<file path="src/design/lwps_pkg.sv">
package lwps_pkg;

   // field widths
   localparam int OP_W    = 2;
   localparam int COORD_W = 10;
   localparam int LEN_W   = 11;
   localparam int COLOR_W = 24;
   localparam int KIND_W  = 2;
   localparam int BYTE_W  = 8;
   localparam int POS_W   = 11;
   localparam int SEQ_W   = 4;

   // request operations
   localparam logic [OP_W-1:0] OP_FULL = 2'd0;
   localparam logic [OP_W-1:0] OP_RECT = 2'd1;
   localparam logic [OP_W-1:0] OP_STEP = 2'd2;

   // result kinds
   localparam logic [KIND_W-1:0] KIND_CMD   = 2'd0;
   localparam logic [KIND_W-1:0] KIND_PARAM = 2'd1;
   localparam logic [KIND_W-1:0] KIND_PIXEL = 2'd2;
   localparam logic [KIND_W-1:0] KIND_DROP  = 2'd3;

   // panel commands
   localparam logic [BYTE_W-1:0] CMD_COL_SET   = 8'h2A;
   localparam logic [BYTE_W-1:0] CMD_PAGE_SET  = 8'h2B;
   localparam logic [BYTE_W-1:0] CMD_MEM_WRITE = 8'h2C;

   localparam logic [COLOR_W-1:0] COLOR_MASK = 24'h7e7e7e;
   localparam logic [POS_W-1:0]   END_MAX    = 11'h7ff;

   // window setup byte order
   localparam logic [SEQ_W-1:0] SEQ_COL_CMD  = 4'd0;
   localparam logic [SEQ_W-1:0] SEQ_XS_HI    = 4'd1;
   localparam logic [SEQ_W-1:0] SEQ_XS_LO    = 4'd2;
   localparam logic [SEQ_W-1:0] SEQ_XE_HI    = 4'd3;
   localparam logic [SEQ_W-1:0] SEQ_XE_LO    = 4'd4;
   localparam logic [SEQ_W-1:0] SEQ_PAGE_CMD = 4'd5;
   localparam logic [SEQ_W-1:0] SEQ_YS_HI    = 4'd6;
   localparam logic [SEQ_W-1:0] SEQ_YS_LO    = 4'd7;
   localparam logic [SEQ_W-1:0] SEQ_YE_HI    = 4'd8;
   localparam logic [SEQ_W-1:0] SEQ_YE_LO    = 4'd9;
   localparam logic [SEQ_W-1:0] SEQ_MEM_CMD  = 4'd10;

   typedef struct packed {
      logic [COORD_W-1:0] x;
      logic [COORD_W-1:0] y;
      logic [LEN_W-1:0]   w;
      logic [LEN_W-1:0]   h;
   } lwps_rect_type;

   localparam int RECT_W = $bits(lwps_rect_type);

   typedef struct packed {
      logic             capture;
      logic             start_req;
      logic             start_ram;
      logic             enqueue;
      logic             drop;
      logic             pixel;
      logic             dequeue;
      logic             win_load;
      logic [SEQ_W-1:0] win_seq;
   } lwps_cmd_type;

   typedef struct packed {
      logic [OP_W-1:0] op;
      logic            painting;
      logic            head_pending;
      logic            tail_pending;
      logic            rsp_taken;
   } lwps_status_type;

endpackage

</file>
<file path="src/design/lwps_req_if.sv">
interface lwps_req_if import lwps_pkg::*; ();
   logic               valid;
   logic               ready;
   logic [OP_W-1:0]    op;
   logic [COORD_W-1:0] rect_x;
   logic [COORD_W-1:0] rect_y;
   logic [LEN_W-1:0]   rect_width;
   logic [LEN_W-1:0]   rect_height;
   logic [COLOR_W-1:0] pixel_color;

   modport source (
      output valid, op, rect_x, rect_y, rect_width, rect_height, pixel_color,
      input  ready
   );

   modport sink (
      input  valid, op, rect_x, rect_y, rect_width, rect_height, pixel_color,
      output ready
   );
endinterface

</file>
<file path="src/design/lwps_rsp_if.sv">
interface lwps_rsp_if import lwps_pkg::*; ();
   logic              valid;
   logic              ready;
   logic [KIND_W-1:0] kind;
   logic [BYTE_W-1:0] out_byte;
   logic              last;
   logic              busy_res;
   logic [POS_W-1:0]  pixel_x;
   logic [POS_W-1:0]  pixel_y;

   modport source (
      output valid, kind, out_byte, last, busy_res, pixel_x, pixel_y,
      input  ready
   );

   modport sink (
      input  valid, kind, out_byte, last, busy_res, pixel_x, pixel_y,
      output ready
   );
endinterface

</file>
<file path="src/design/lwps_ram.sv">
module lwps_ram #(
   parameter int WIDTH = 42,
   parameter int DEPTH = 32
) (
   input  logic                     clock,
   input  logic                     wr_en,
   input  logic [$clog2(DEPTH)-1:0] wr_addr,
   input  logic [WIDTH-1:0]         wr_data,
   input  logic                     rd_en,
   input  logic [$clog2(DEPTH)-1:0] rd_addr,
   output logic [WIDTH-1:0]         rd_data
);

   logic [WIDTH-1:0] mem_ff [DEPTH];
   logic [WIDTH-1:0] rd_data_ff;

   // single write port, registered read port
   always_ff @(posedge clock) begin
      if (wr_en) begin
         mem_ff[wr_addr] <= wr_data;
      end
      if (rd_en) begin
         rd_data_ff <= mem_ff[rd_addr];
      end
   end

   assign rd_data = rd_data_ff;

endmodule

</file>
<file path="src/design/lwps_ctrl.sv">
module lwps_ctrl import lwps_pkg::*; (
   input  logic            clock,
   input  logic            reset,
   input  logic            req_valid,
   output logic            req_ready,
   input  lwps_status_type status,
   output lwps_cmd_type    cmd
);

   localparam logic [2:0] S_IDLE     = 3'd0;
   localparam logic [2:0] S_DECODE   = 3'd1;
   localparam logic [2:0] S_RAM      = 3'd2;
   localparam logic [2:0] S_WIN      = 3'd3;
   localparam logic [2:0] S_WIN_WAIT = 3'd4;
   localparam logic [2:0] S_ONE_WAIT = 3'd5;

   logic [2:0]       state_ff, state_in;
   logic [SEQ_W-1:0] seq_ff, seq_in;

   assign req_ready = (state_ff == S_IDLE);

   // next state and commands
   always_comb begin
      state_in    = state_ff;
      seq_in      = seq_ff;
      cmd         = '0;
      cmd.win_seq = seq_ff;
      case (state_ff)
         S_IDLE: begin
            if (req_valid) begin
               cmd.capture = 1'b1;
               state_in    = S_DECODE;
            end
         end
         S_DECODE: begin
            if (status.op inside {OP_FULL, OP_RECT}) begin
               if (!status.painting) begin
                  cmd.start_req = 1'b1;
                  seq_in        = SEQ_COL_CMD;
                  state_in      = S_WIN;
               end else if (status.head_pending) begin
                  cmd.drop = 1'b1;
                  state_in = S_ONE_WAIT;
               end else begin
                  cmd.enqueue = 1'b1;
                  state_in    = S_IDLE;
               end
            end else if (status.op == OP_STEP) begin
               if (status.painting) begin
                  cmd.pixel = 1'b1;
                  state_in  = S_ONE_WAIT;
               end else if (status.tail_pending) begin
                  cmd.dequeue = 1'b1;
                  state_in    = S_RAM;
               end else begin
                  state_in = S_IDLE;
               end
            end else begin
               state_in = S_IDLE;
            end
         end
         S_RAM: begin
            cmd.start_ram = 1'b1;
            seq_in        = SEQ_COL_CMD;
            state_in      = S_WIN;
         end
         S_WIN: begin
            cmd.win_load = 1'b1;
            state_in     = S_WIN_WAIT;
         end
         S_WIN_WAIT: begin
            if (status.rsp_taken) begin
               if (seq_ff == SEQ_MEM_CMD) begin
                  state_in = S_IDLE;
               end else begin
                  seq_in   = seq_ff + 1'b1;
                  state_in = S_WIN;
               end
            end
         end
         S_ONE_WAIT: begin
            if (status.rsp_taken) begin
               state_in = S_IDLE;
            end
         end
         default: begin
            state_in = S_IDLE;
         end
      endcase
   end

   always_ff @(posedge clock) begin
      if (reset) begin
         state_ff <= S_IDLE;
         seq_ff   <= '0;
      end else begin
         state_ff <= state_in;
         seq_ff   <= seq_in;
      end
   end

endmodule

</file>
<file path="src/design/lwps_dpath.sv">
module lwps_dpath import lwps_pkg::*; #(
   parameter int QUEUE_DEPTH   = 32,
   parameter int SCREEN_WIDTH  = 320,
   parameter int SCREEN_HEIGHT = 240
) (
   input  logic               clock,
   input  logic               reset,
   input  lwps_cmd_type       cmd,
   output lwps_status_type    status,
   input  logic [OP_W-1:0]    req_op,
   input  logic [COORD_W-1:0] req_rect_x,
   input  logic [COORD_W-1:0] req_rect_y,
   input  logic [LEN_W-1:0]   req_rect_width,
   input  logic [LEN_W-1:0]   req_rect_height,
   input  logic [COLOR_W-1:0] req_pixel_color,
   output logic               rsp_valid,
   input  logic               rsp_ready,
   output logic [KIND_W-1:0]  rsp_kind,
   output logic [BYTE_W-1:0]  rsp_out_byte,
   output logic               rsp_last,
   output logic               rsp_busy_res,
   output logic [POS_W-1:0]   rsp_pixel_x,
   output logic [POS_W-1:0]   rsp_pixel_y
);

   localparam int QW = $clog2(QUEUE_DEPTH);
   localparam logic [QW-1:0] PTR_LAST = QW'(QUEUE_DEPTH - 1);

   function automatic logic [POS_W-1:0] sat_end(logic [COORD_W-1:0] s, logic [LEN_W-1:0] l);
      logic [POS_W:0] e;
      e = {2'b00, s} + {1'b0, l};
      return (e > {1'b0, END_MAX}) ? END_MAX : e[POS_W-1:0];
   endfunction

   // latched request
   logic [OP_W-1:0]    op_ff;
   lwps_rect_type      rect_ff;
   logic [COLOR_W-1:0] color_ff;

   // raster state
   logic               painting_ff, painting_in;
   logic [POS_W-1:0]   cur_col_ff, cur_col_in;
   logic [POS_W-1:0]   cur_row_ff, cur_row_in;
   logic [COORD_W-1:0] row_start_ff, row_start_in;
   logic [POS_W-1:0]   end_col_ff, end_col_in;
   logic [POS_W-1:0]   end_row_ff, end_row_in;
   logic [1:0]         byte_idx_ff, byte_idx_in;
   logic [COLOR_W-1:0] held_ff, held_in;

   // queue state
   logic [QUEUE_DEPTH-1:0] pending_ff, pending_in;
   logic [QW-1:0]          head_ff, head_in;
   logic [QW-1:0]          tail_ff, tail_in;
   logic [RECT_W-1:0]      ram_rd_data;

   // result register
   logic              out_valid_ff, out_valid_in;
   logic [KIND_W-1:0] out_kind_ff, out_kind_in;
   logic [BYTE_W-1:0] out_byte_ff, out_byte_in;
   logic              out_last_ff, out_last_in;

   lwps_rect_type      req_rect;
   lwps_rect_type      src_rect;
   logic [COLOR_W-1:0] masked;
   logic [POS_W-1:0]   col_inc;
   logic [POS_W-1:0]   row_inc;
   logic [15:0]        x_end;
   logic [15:0]        y_end;
   logic [BYTE_W-1:0]  win_byte;
   logic [KIND_W-1:0]  win_kind;

   lwps_ram #(
      .WIDTH (RECT_W),
      .DEPTH (QUEUE_DEPTH)
   ) u_ring (
      .clock   (clock),
      .wr_en   (cmd.enqueue),
      .wr_addr (head_ff),
      .wr_data (req_rect),
      .rd_en   (cmd.dequeue),
      .rd_addr (tail_ff),
      .rd_data (ram_rd_data)
   );

   // latch the accepted request
   always_ff @(posedge clock) begin
      if (cmd.capture) begin
         op_ff    <= req_op;
         rect_ff  <= '{x: req_rect_x, y: req_rect_y, w: req_rect_width, h: req_rect_height};
         color_ff <= req_pixel_color;
      end
   end

   // full paint stands for the whole screen
   always_comb begin
      if (op_ff == OP_FULL) begin
         req_rect = '{x: '0, y: '0, w: LEN_W'(SCREEN_WIDTH), h: LEN_W'(SCREEN_HEIGHT)};
      end else begin
         req_rect = rect_ff;
      end
      src_rect = cmd.start_ram ? lwps_rect_type'(ram_rd_data) : req_rect;
   end

   assign masked  = color_ff & COLOR_MASK;
   assign col_inc = cur_col_ff + 1'b1;
   assign row_inc = cur_row_ff + 1'b1;

   // raster and queue updates
   always_comb begin
      painting_in  = painting_ff;
      cur_col_in   = cur_col_ff;
      cur_row_in   = cur_row_ff;
      row_start_in = row_start_ff;
      end_col_in   = end_col_ff;
      end_row_in   = end_row_ff;
      byte_idx_in  = byte_idx_ff;
      held_in      = held_ff;
      pending_in   = pending_ff;
      head_in      = head_ff;
      tail_in      = tail_ff;

      if (cmd.start_req || cmd.start_ram) begin
         painting_in  = 1'b1;
         cur_col_in   = {1'b0, src_rect.x};
         cur_row_in   = {1'b0, src_rect.y};
         row_start_in = src_rect.x;
         end_col_in   = sat_end(src_rect.x, src_rect.w);
         end_row_in   = sat_end(src_rect.y, src_rect.h);
         byte_idx_in  = 2'd0;
      end

      if (cmd.enqueue) begin
         pending_in[head_ff] = 1'b1;
         head_in = (head_ff == PTR_LAST) ? '0 : head_ff + 1'b1;
      end

      if (cmd.dequeue) begin
         pending_in[tail_ff] = 1'b0;
         tail_in = (tail_ff == PTR_LAST) ? '0 : tail_ff + 1'b1;
      end

      if (cmd.pixel) begin
         case (byte_idx_ff)
            2'd0: begin
               held_in     = masked;
               byte_idx_in = 2'd1;
            end
            2'd1: begin
               byte_idx_in = 2'd2;
            end
            default: begin
               byte_idx_in = 2'd0;
               if (col_inc >= end_col_ff) begin
                  cur_col_in = {1'b0, row_start_ff};
                  cur_row_in = row_inc;
                  if (row_inc >= end_row_ff) begin
                     painting_in = 1'b0;
                  end
               end else begin
                  cur_col_in = col_inc;
               end
            end
         endcase
      end
   end

   // window setup bytes come from the live window registers
   assign x_end = {5'b0, end_col_ff} - 16'd1;
   assign y_end = {5'b0, end_row_ff} - 16'd1;

   always_comb begin
      win_kind = KIND_PARAM;
      case (cmd.win_seq)
         SEQ_COL_CMD: begin
            win_kind = KIND_CMD;
            win_byte = CMD_COL_SET;
         end
         SEQ_XS_HI:  win_byte = BYTE_W'(row_start_ff >> 8);
         SEQ_XS_LO:  win_byte = row_start_ff[7:0];
         SEQ_XE_HI:  win_byte = x_end[15:8];
         SEQ_XE_LO:  win_byte = x_end[7:0];
         SEQ_PAGE_CMD: begin
            win_kind = KIND_CMD;
            win_byte = CMD_PAGE_SET;
         end
         SEQ_YS_HI:  win_byte = BYTE_W'(cur_row_ff >> 8);
         SEQ_YS_LO:  win_byte = cur_row_ff[7:0];
         SEQ_YE_HI:  win_byte = y_end[15:8];
         SEQ_YE_LO:  win_byte = y_end[7:0];
         default: begin
            win_kind = KIND_CMD;
            win_byte = CMD_MEM_WRITE;
         end
      endcase
   end

   // result register loads
   always_comb begin
      out_valid_in = out_valid_ff && !rsp_ready;
      out_kind_in  = out_kind_ff;
      out_byte_in  = out_byte_ff;
      out_last_in  = out_last_ff;
      if (cmd.win_load) begin
         out_valid_in = 1'b1;
         out_kind_in  = win_kind;
         out_byte_in  = win_byte;
         out_last_in  = (cmd.win_seq == SEQ_MEM_CMD);
      end else if (cmd.drop) begin
         out_valid_in = 1'b1;
         out_kind_in  = KIND_DROP;
         out_byte_in  = '0;
         out_last_in  = 1'b1;
      end else if (cmd.pixel) begin
         out_valid_in = 1'b1;
         out_kind_in  = KIND_PIXEL;
         out_last_in  = 1'b1;
         case (byte_idx_ff)
            2'd0:    out_byte_in = masked[23:16];
            2'd1:    out_byte_in = held_ff[15:8];
            default: out_byte_in = held_ff[7:0];
         endcase
      end
   end

   always_ff @(posedge clock) begin
      if (reset) begin
         painting_ff  <= 1'b0;
         cur_col_ff   <= '0;
         cur_row_ff   <= '0;
         row_start_ff <= '0;
         end_col_ff   <= POS_W'(SCREEN_WIDTH);
         end_row_ff   <= POS_W'(SCREEN_HEIGHT);
         byte_idx_ff  <= '0;
         held_ff      <= '0;
         pending_ff   <= '0;
         head_ff      <= '0;
         tail_ff      <= '0;
         out_valid_ff <= 1'b0;
      end else begin
         painting_ff  <= painting_in;
         cur_col_ff   <= cur_col_in;
         cur_row_ff   <= cur_row_in;
         row_start_ff <= row_start_in;
         end_col_ff   <= end_col_in;
         end_row_ff   <= end_row_in;
         byte_idx_ff  <= byte_idx_in;
         held_ff      <= held_in;
         pending_ff   <= pending_in;
         head_ff      <= head_in;
         tail_ff      <= tail_in;
         out_valid_ff <= out_valid_in;
      end
   end

   always_ff @(posedge clock) begin
      out_kind_ff <= out_kind_in;
      out_byte_ff <= out_byte_in;
      out_last_ff <= out_last_in;
   end

   // status back to the controller
   assign status.op           = op_ff;
   assign status.painting     = painting_ff;
   assign status.head_pending = pending_ff[head_ff];
   assign status.tail_pending = pending_ff[tail_ff];
   assign status.rsp_taken    = out_valid_ff && rsp_ready;

   assign rsp_valid    = out_valid_ff;
   assign rsp_kind     = out_kind_ff;
   assign rsp_out_byte = out_byte_ff;
   assign rsp_last     = out_last_ff;
   assign rsp_busy_res = painting_ff;
   assign rsp_pixel_x  = cur_col_ff;
   assign rsp_pixel_y  = cur_row_ff;

endmodule

</file>
<file path="src/design/lcd_window_paint_queue_streamer_core.sv">
// a pixel step or dropped request is decoded after acceptance, then its byte is registered
// a started window gives 11 bytes, each held until taken; a queued window first reads the ram
// one request at a time: a new request is accepted only while the controller is idle
// steps follow the controller sequence and the registered read of the pending-rectangle ram
// reset: synchronous, clears raster state, ring pointers and pending bits; no clearing pass
module lcd_window_paint_queue_streamer_core import lwps_pkg::*; #(
   parameter int QUEUE_DEPTH   = 32,
   parameter int SCREEN_WIDTH  = 320,
   parameter int SCREEN_HEIGHT = 240
) (
   input  logic          clock,
   input  logic          reset,
   lwps_req_if.sink      req_if,
   lwps_rsp_if.source    rsp_if
);

   lwps_cmd_type    cmd;
   lwps_status_type status;

   // sequencing of each request
   lwps_ctrl u_ctrl (
      .clock     (clock),
      .reset     (reset),
      .req_valid (req_if.valid),
      .req_ready (req_if.ready),
      .status    (status),
      .cmd       (cmd)
   );

   // raster, ring and result register
   lwps_dpath #(
      .QUEUE_DEPTH   (QUEUE_DEPTH),
      .SCREEN_WIDTH  (SCREEN_WIDTH),
      .SCREEN_HEIGHT (SCREEN_HEIGHT)
   ) u_dpath (
      .clock           (clock),
      .reset           (reset),
      .cmd             (cmd),
      .status          (status),
      .req_op          (req_if.op),
      .req_rect_x      (req_if.rect_x),
      .req_rect_y      (req_if.rect_y),
      .req_rect_width  (req_if.rect_width),
      .req_rect_height (req_if.rect_height),
      .req_pixel_color (req_if.pixel_color),
      .rsp_valid       (rsp_if.valid),
      .rsp_ready       (rsp_if.ready),
      .rsp_kind        (rsp_if.kind),
      .rsp_out_byte    (rsp_if.out_byte),
      .rsp_last        (rsp_if.last),
      .rsp_busy_res    (rsp_if.busy_res),
      .rsp_pixel_x     (rsp_if.pixel_x),
      .rsp_pixel_y     (rsp_if.pixel_y)
   );

endmodule
</file>
<file path="src/flat_wrapper.sv">
// flat-port wrapper written by rule: the top's interface ports become plain ports
module lcd_window_paint_queue_streamer_core_flat import lwps_pkg::*;
#(
   parameter int QUEUE_DEPTH   = 32,
   parameter int SCREEN_WIDTH  = 320,
   parameter int SCREEN_HEIGHT = 240
)
  (clock, reset, req_if_valid, req_if_op, req_if_rect_x, req_if_rect_y, req_if_rect_width, req_if_rect_height, req_if_pixel_color, req_if_ready, rsp_if_valid, rsp_if_kind, rsp_if_out_byte, rsp_if_last, rsp_if_busy_res, rsp_if_pixel_x, rsp_if_pixel_y, rsp_if_ready);
  lwps_req_if req_if_i ();
  lwps_rsp_if rsp_if_i ();
  input  logic clock;
  input  logic reset;
  input wire logic [$bits(req_if_i.valid)-1:0] req_if_valid;
  input wire logic [$bits(req_if_i.op)-1:0] req_if_op;
  input wire logic [$bits(req_if_i.rect_x)-1:0] req_if_rect_x;
  input wire logic [$bits(req_if_i.rect_y)-1:0] req_if_rect_y;
  input wire logic [$bits(req_if_i.rect_width)-1:0] req_if_rect_width;
  input wire logic [$bits(req_if_i.rect_height)-1:0] req_if_rect_height;
  input wire logic [$bits(req_if_i.pixel_color)-1:0] req_if_pixel_color;
  output wire logic [$bits(req_if_i.ready)-1:0] req_if_ready;
  output wire logic [$bits(rsp_if_i.valid)-1:0] rsp_if_valid;
  output wire logic [$bits(rsp_if_i.kind)-1:0] rsp_if_kind;
  output wire logic [$bits(rsp_if_i.out_byte)-1:0] rsp_if_out_byte;
  output wire logic [$bits(rsp_if_i.last)-1:0] rsp_if_last;
  output wire logic [$bits(rsp_if_i.busy_res)-1:0] rsp_if_busy_res;
  output wire logic [$bits(rsp_if_i.pixel_x)-1:0] rsp_if_pixel_x;
  output wire logic [$bits(rsp_if_i.pixel_y)-1:0] rsp_if_pixel_y;
  input wire logic [$bits(rsp_if_i.ready)-1:0] rsp_if_ready;
  assign req_if_i.valid = req_if_valid;
  assign req_if_i.op = req_if_op;
  assign req_if_i.rect_x = req_if_rect_x;
  assign req_if_i.rect_y = req_if_rect_y;
  assign req_if_i.rect_width = req_if_rect_width;
  assign req_if_i.rect_height = req_if_rect_height;
  assign req_if_i.pixel_color = req_if_pixel_color;
  assign req_if_ready = req_if_i.ready;
  assign rsp_if_valid = rsp_if_i.valid;
  assign rsp_if_kind = rsp_if_i.kind;
  assign rsp_if_out_byte = rsp_if_i.out_byte;
  assign rsp_if_last = rsp_if_i.last;
  assign rsp_if_busy_res = rsp_if_i.busy_res;
  assign rsp_if_pixel_x = rsp_if_i.pixel_x;
  assign rsp_if_pixel_y = rsp_if_i.pixel_y;
  assign rsp_if_i.ready = rsp_if_ready;
  lcd_window_paint_queue_streamer_core #(.QUEUE_DEPTH(QUEUE_DEPTH), .SCREEN_WIDTH(SCREEN_WIDTH), .SCREEN_HEIGHT(SCREEN_HEIGHT)) u_core (.clock(clock), .reset(reset), .req_if(req_if_i), .rsp_if(rsp_if_i));
endmodule
</file>
<file path="config.mk">
export PLATFORM = sky130hd
export DESIGN_NAME = lcd_window_paint_queue_streamer_core_flat
export DESIGN_NICKNAME = d
export VERILOG_FILES = /design/src/design/lwps_pkg.sv /design/src/design/lwps_req_if.sv /design/src/design/lwps_rsp_if.sv /design/src/design/lwps_ram.sv /design/src/design/lwps_ctrl.sv /design/src/design/lwps_dpath.sv /design/src/design/lcd_window_paint_queue_streamer_core.sv /design/src/flat_wrapper.sv
export SDC_FILE = /design/constraint.sdc
export NUM_CORES = 2
export LEC_CHECK = 0
export ABC_AREA = 1
export BUFFER_PORTS_ARGS = -buffer_cell sky130_fd_sc_hd__buf_4
export CORE_MARGIN = 2
export CORE_UTILIZATION = 45
export CTS_CLUSTER_DIAMETER = 80
export CTS_CLUSTER_SIZE = 24
export DETAILED_ROUTE_END_ITERATION = 12
export GPL_ROUTABILITY_DRIVEN = 0
export SLEW_MARGIN = 40
export SYNTH_ARGS = -nofsm -noshare
export SYNTH_HDL_FRONTEND = slang
export SYNTH_SLANG_ARGS = --single-unit
</file>
<file path="constraint.sdc">
create_clock -name clock -period 10.7 [get_ports clock]
set_input_delay 1.07 -clock clock [delete_from_list [all_inputs] [get_ports clock]]
set_output_delay 1.07 -clock clock [all_outputs]
set_load 0.02 [all_outputs]
</file>
==> metrics.md <==
| Metric | Value |
|---|---|
| Clk pin slew, worst setup/hold paths | 0.10 ns |
| Clk_skew | 0.0266 ns |
| Fin crit period | 4.81 ns |
| Pwr Total | 13.6 mW |
| Xor/xnor share of the synthesized area | 0.477% |
| CP endpoint kind | flip-flop |
| Final WL | 180,000 um |
| IO Pins | 108 |
| Post-Synthesis Cells | 5,249 |
| Detail Route Antenna Nets | 0 |
| Post-synthesis sequential element count | 1,578 |
| Post-Syn Nets | 5,383 |
| Via count | 41,800 |
| Largest family of logic cells by synthesized area | compound AO/OA/AOI/OAI gates |
| Die height | 382 um |
| Vias per cell | 5.86 |
| Critical path class | flip-flop to flip-flop |
| First DRT Iteration DRCs | 5,107 |
| Core area | 0.142 mm2 |
| CTS buffer count | 82 |
| Die W | 382 um |
| Post-CTS sizing | 0 |
| Final-stage net count | 5,343 |
| Hold buffers post-CTS | 0 |
| Area grow syn2layout | 8.70% |
| Port bufs | 101 |
| Pwr/cell area | 195 mW/mm2 |
| Final period utilization | 44.9% |
| Max-cap violations | 0 |
| DRC Markers | 0 |
| Final setup fails | 0 |
| GRT Util Overall | 24.2% |
| Vias in the first global route | 38,800 |
| Clock buffer depth | 3 |
| Initial antenna violation count | 3 |
| Root Driver | clkbuf_16 |
| Worst setup SP type | flip-flop |
| Synthesis warning total | 0 |
| DR WL/cell | 25.2 um |
| Max Freq | 208 MHz |
| H-Tree Depth | 3 |
| Post-Synth Adder-Cell Area | 1.23% |
| Pre-antenna DRT Iters | 6 |
| Worst hold path class | flip-flop to flip-flop |
| Most frequent cells in the layout | 1,459 x edfxtp_1, 803 x nor2_1, 796 x o21ai_0, 437 x nand2_1, 338 x o22ai_1 |
| Detail Placement HPWL | 91,400 um |
| Distinct cells, synth | 47 |
| CP required | 11.32 ns |
| Worst-Margin Slew | 0.878 ns |
| Pins Over Slew Limit | 0 |
| Final count of hold timing violations | 0 |
| Rel. slew slack | 41.5% |
| Clk_lat worst skew | 0.73 ns |
| Status | finished, final reports clean |
| Crit path max fanout | 16 |
| Sequential area share after synthesis | 71.8% |
| CTS tree | yes |
| RSZ-0062 raised after global routing | false |
| Placement row count | 138 |
| # clock sinks | 1,578 |
| Grt total ovfl | 0 |
| Setup bufs post-CTS | 0 |
| Simple-gate share of the synthesized area | 9.35% |
| Share of cells above drive strength 1 | 8.61% |
| Leakage | 23.8 nW |
| Netlist Area Pre-Place | 0.0643 mm2 |
| Largest net degree at the start of global routing | 180 |
| Setup TNS | 0 ns |
| Mux cell area share after synthesis | 0.560% |
| Critical path arrival | 5.42 ns |
| Post-synthesis compound-gate area fraction | 13.0% |
| Initial core utilization | 45.4% |
| Leading cell type in the layout, fill and taps excluded | edfxtp_1 |
| Die area | 0.146 mm2 |
| Peak supply drop | 0.152 mV |
| Syn_area_per_cell | 12.3 um2 |
| First-pass GRT wire length | 262,000 um |
routing by layer:
| metal | routed length [um] | part of all wire, % | GRT usage (%) | up-vias |
|---|---|---|---|---|
| met5 | 20 | 0.011 | 0 | - |
| met4 | 6210 | 3.4 | 8.28 | 2 |
| met3 | 12300 | 6.8 | 2.68 | 300 |
| met2 | 87000 | 48 | 40.5 | 1700 |
| met1 | 74700 | 41 | 33.0 | 20800 |
| li1 | - | - | - | 19100 |
worst max-delay path, stage by stage, from the launching register on:
cell	delay [ns]
dfxtp_1	0.50
ha_1	0.24
nand3_1	0.12
nor3_1	0.27
nand3_1	0.18
nand3b_1	0.21
xor2_1	0.14
inv_1	0.09
ha_1	0.29
nand2_1	0.08
nor4_1	0.29
nand4_1	0.25
nand3_1	0.56
nand2_1	0.55
inv_1	0.49
o21ai_0	0.25
o211ai_1	0.13
inv_1	0.05
cell usage after synthesis, drive strengths merged:
master | count | area share (%)
nand4 | 19 | 0.18
o311ai | 1 | 0.014
a21o | 3 | 0.035
mux2 | 32 | 0.56
edfxtp | 1459 | 68
fa | 2 | 0.062
nor3 | 28 | 0.24
a21boi | 2 | 0.023
buf | 75 | 0.57
or2 | 6 | 0.058
a211oi | 5 | 0.058
nand3 | 155 | 1.2
o2111ai | 2 | 0.027
a22o | 61 | 0.83
ha | 60 | 1.2
a21oi | 118 | 0.92
dfxtp | 119 | 3.7
a31oi | 14 | 0.14
nor4 | 6 | 0.058
nand3b | 4 | 0.047
o21ai | 799 | 6.2
o21bai | 2 | 0.023
nor3b | 1 | 0.012
xnor2 | 8 | 0.11
o22ai | 338 | 3.3
xor2 | 27 | 0.37
inv | 252 | 1.5
nand2 | 440 | 2.6
and2 | 2 | 0.019
clkbuf | 255 | 1.5
o221ai | 1 | 0.014
nor2 | 843 | 4.9
o211ai | 21 | 0.25
clkinv | 3 | 0.018
a221oi | 81 | 1.1
o31ai | 5 | 0.058
final timing paths:
| kind | endpoint | cells past startpoint | slack (ns) | from |
|---|---|---|---|---|
| setup / recovery | u_core.u_dpath.rsp_busy_res | 17 | 5.89 | u_core.u_dpath.rsp_pixel_x[0] |
| hold / removal | u_core.u_dpath.pending_ff[4] | 2 | 0.47 | u_core.u_dpath.pending_ff[4] |
| setup reg to reg | u_core.u_dpath.rsp_busy_res | 17 | 5.89 | u_core.u_dpath.rsp_pixel_x[0] |
| hold reg to reg | u_core.u_dpath.pending_ff[4] | 2 | 0.47 | u_core.u_dpath.pending_ff[4] |
metrics by stage:
| stage | hold slack, ns | std cells | utilization, % | cell area (um2) | worst slack, ns |
|---|---|---|---|---|---|
| floorplan | 0.437 | 5249 | - | 64300 | 6.53 |
| global placement | 0.454 | 7013 | 47.4 | 67100 | 6.03 |
| detailed placement | 0.463 | 7015 | 47.5 | 67400 | 5.97 |
| CTS | 0.466 | 7138 | 49.3 | 69900 | 5.93 |
| global route | 0.485 | 7138 | 49.3 | 69900 | 5.44 |
| finish | 0.473 | 7140 | 49.3 | 69900 | 5.89 |
state kept, by name, indices dropped and copies added (netlist names):
signal	count
u_core.u_dpath.u_ring.mem_ff	1344
u_core.u_dpath.rsp_pixel_y	11
u_core.u_dpath.rsp_kind	2
u_core.u_dpath.row_start_ff	10
u_core.u_dpath.rsp_pixel_x	11
u_core.u_dpath.tail_ff	5
u_core.u_ctrl.seq_ff	4
u_core.u_dpath.rsp_busy_res	1
u_core.u_dpath.pending_ff	32
u_core.u_dpath.op_ff	2
u_core.u_dpath.rsp_last	1
u_core.u_dpath.rect_ff	42
u_core.u_dpath.color_ff	18
u_core.u_dpath.rsp_out_byte	8
u_core.u_dpath.rsp_valid	1
u_core.u_dpath.end_col_ff	11
u_core.u_dpath.end_row_ff	11
u_core.u_dpath.head_ff	5
u_core.u_dpath.held_ff	12
u_core.u_dpath.u_ring.rd_data	42
u_core.u_ctrl.state_ff	3
u_core.u_dpath.byte_idx_ff	2
kinds of logic (layout without fill, tap and decap cells):
group                      count (synthesis)  after routing
buffers and inverters                    585            584
DFF                                     1578           1578
and+or+nand+nor                         1504           1504
adders and majority gates                 62             62
AOI/OAI and AO/OA                       1453           1453
xor gates and xnor gates                  35             35
muxes                                     32             32
other                                      0              2
report_power, final:
| part | internal (mW) | switching (mW) | total, mW | leakage, nW |
|---|---|---|---|---|
| combinational | 0.714 | 1.85 | 2.56 | 8.38 |
| clock | 1.57 | 1.97 | 3.54 | 1.22 |
| sequential | 7.38 | 0.149 | 7.53 | 14.2 |
| total | 9.67 | 3.96 | 13.6 | 23.8 |
final cells by class:
type                       instances  area, um2
timing repair buffer             206       1750
tap                             1890       2360
clock buffer                     100       2200
multi-input combinational       3086      16000
clock inverter                    23        322
antenna                            2       5.00
fill                           12400      71900
sequential                      1578      46200
inverter                         255       1020
Power figures use the tool's default switching activity.
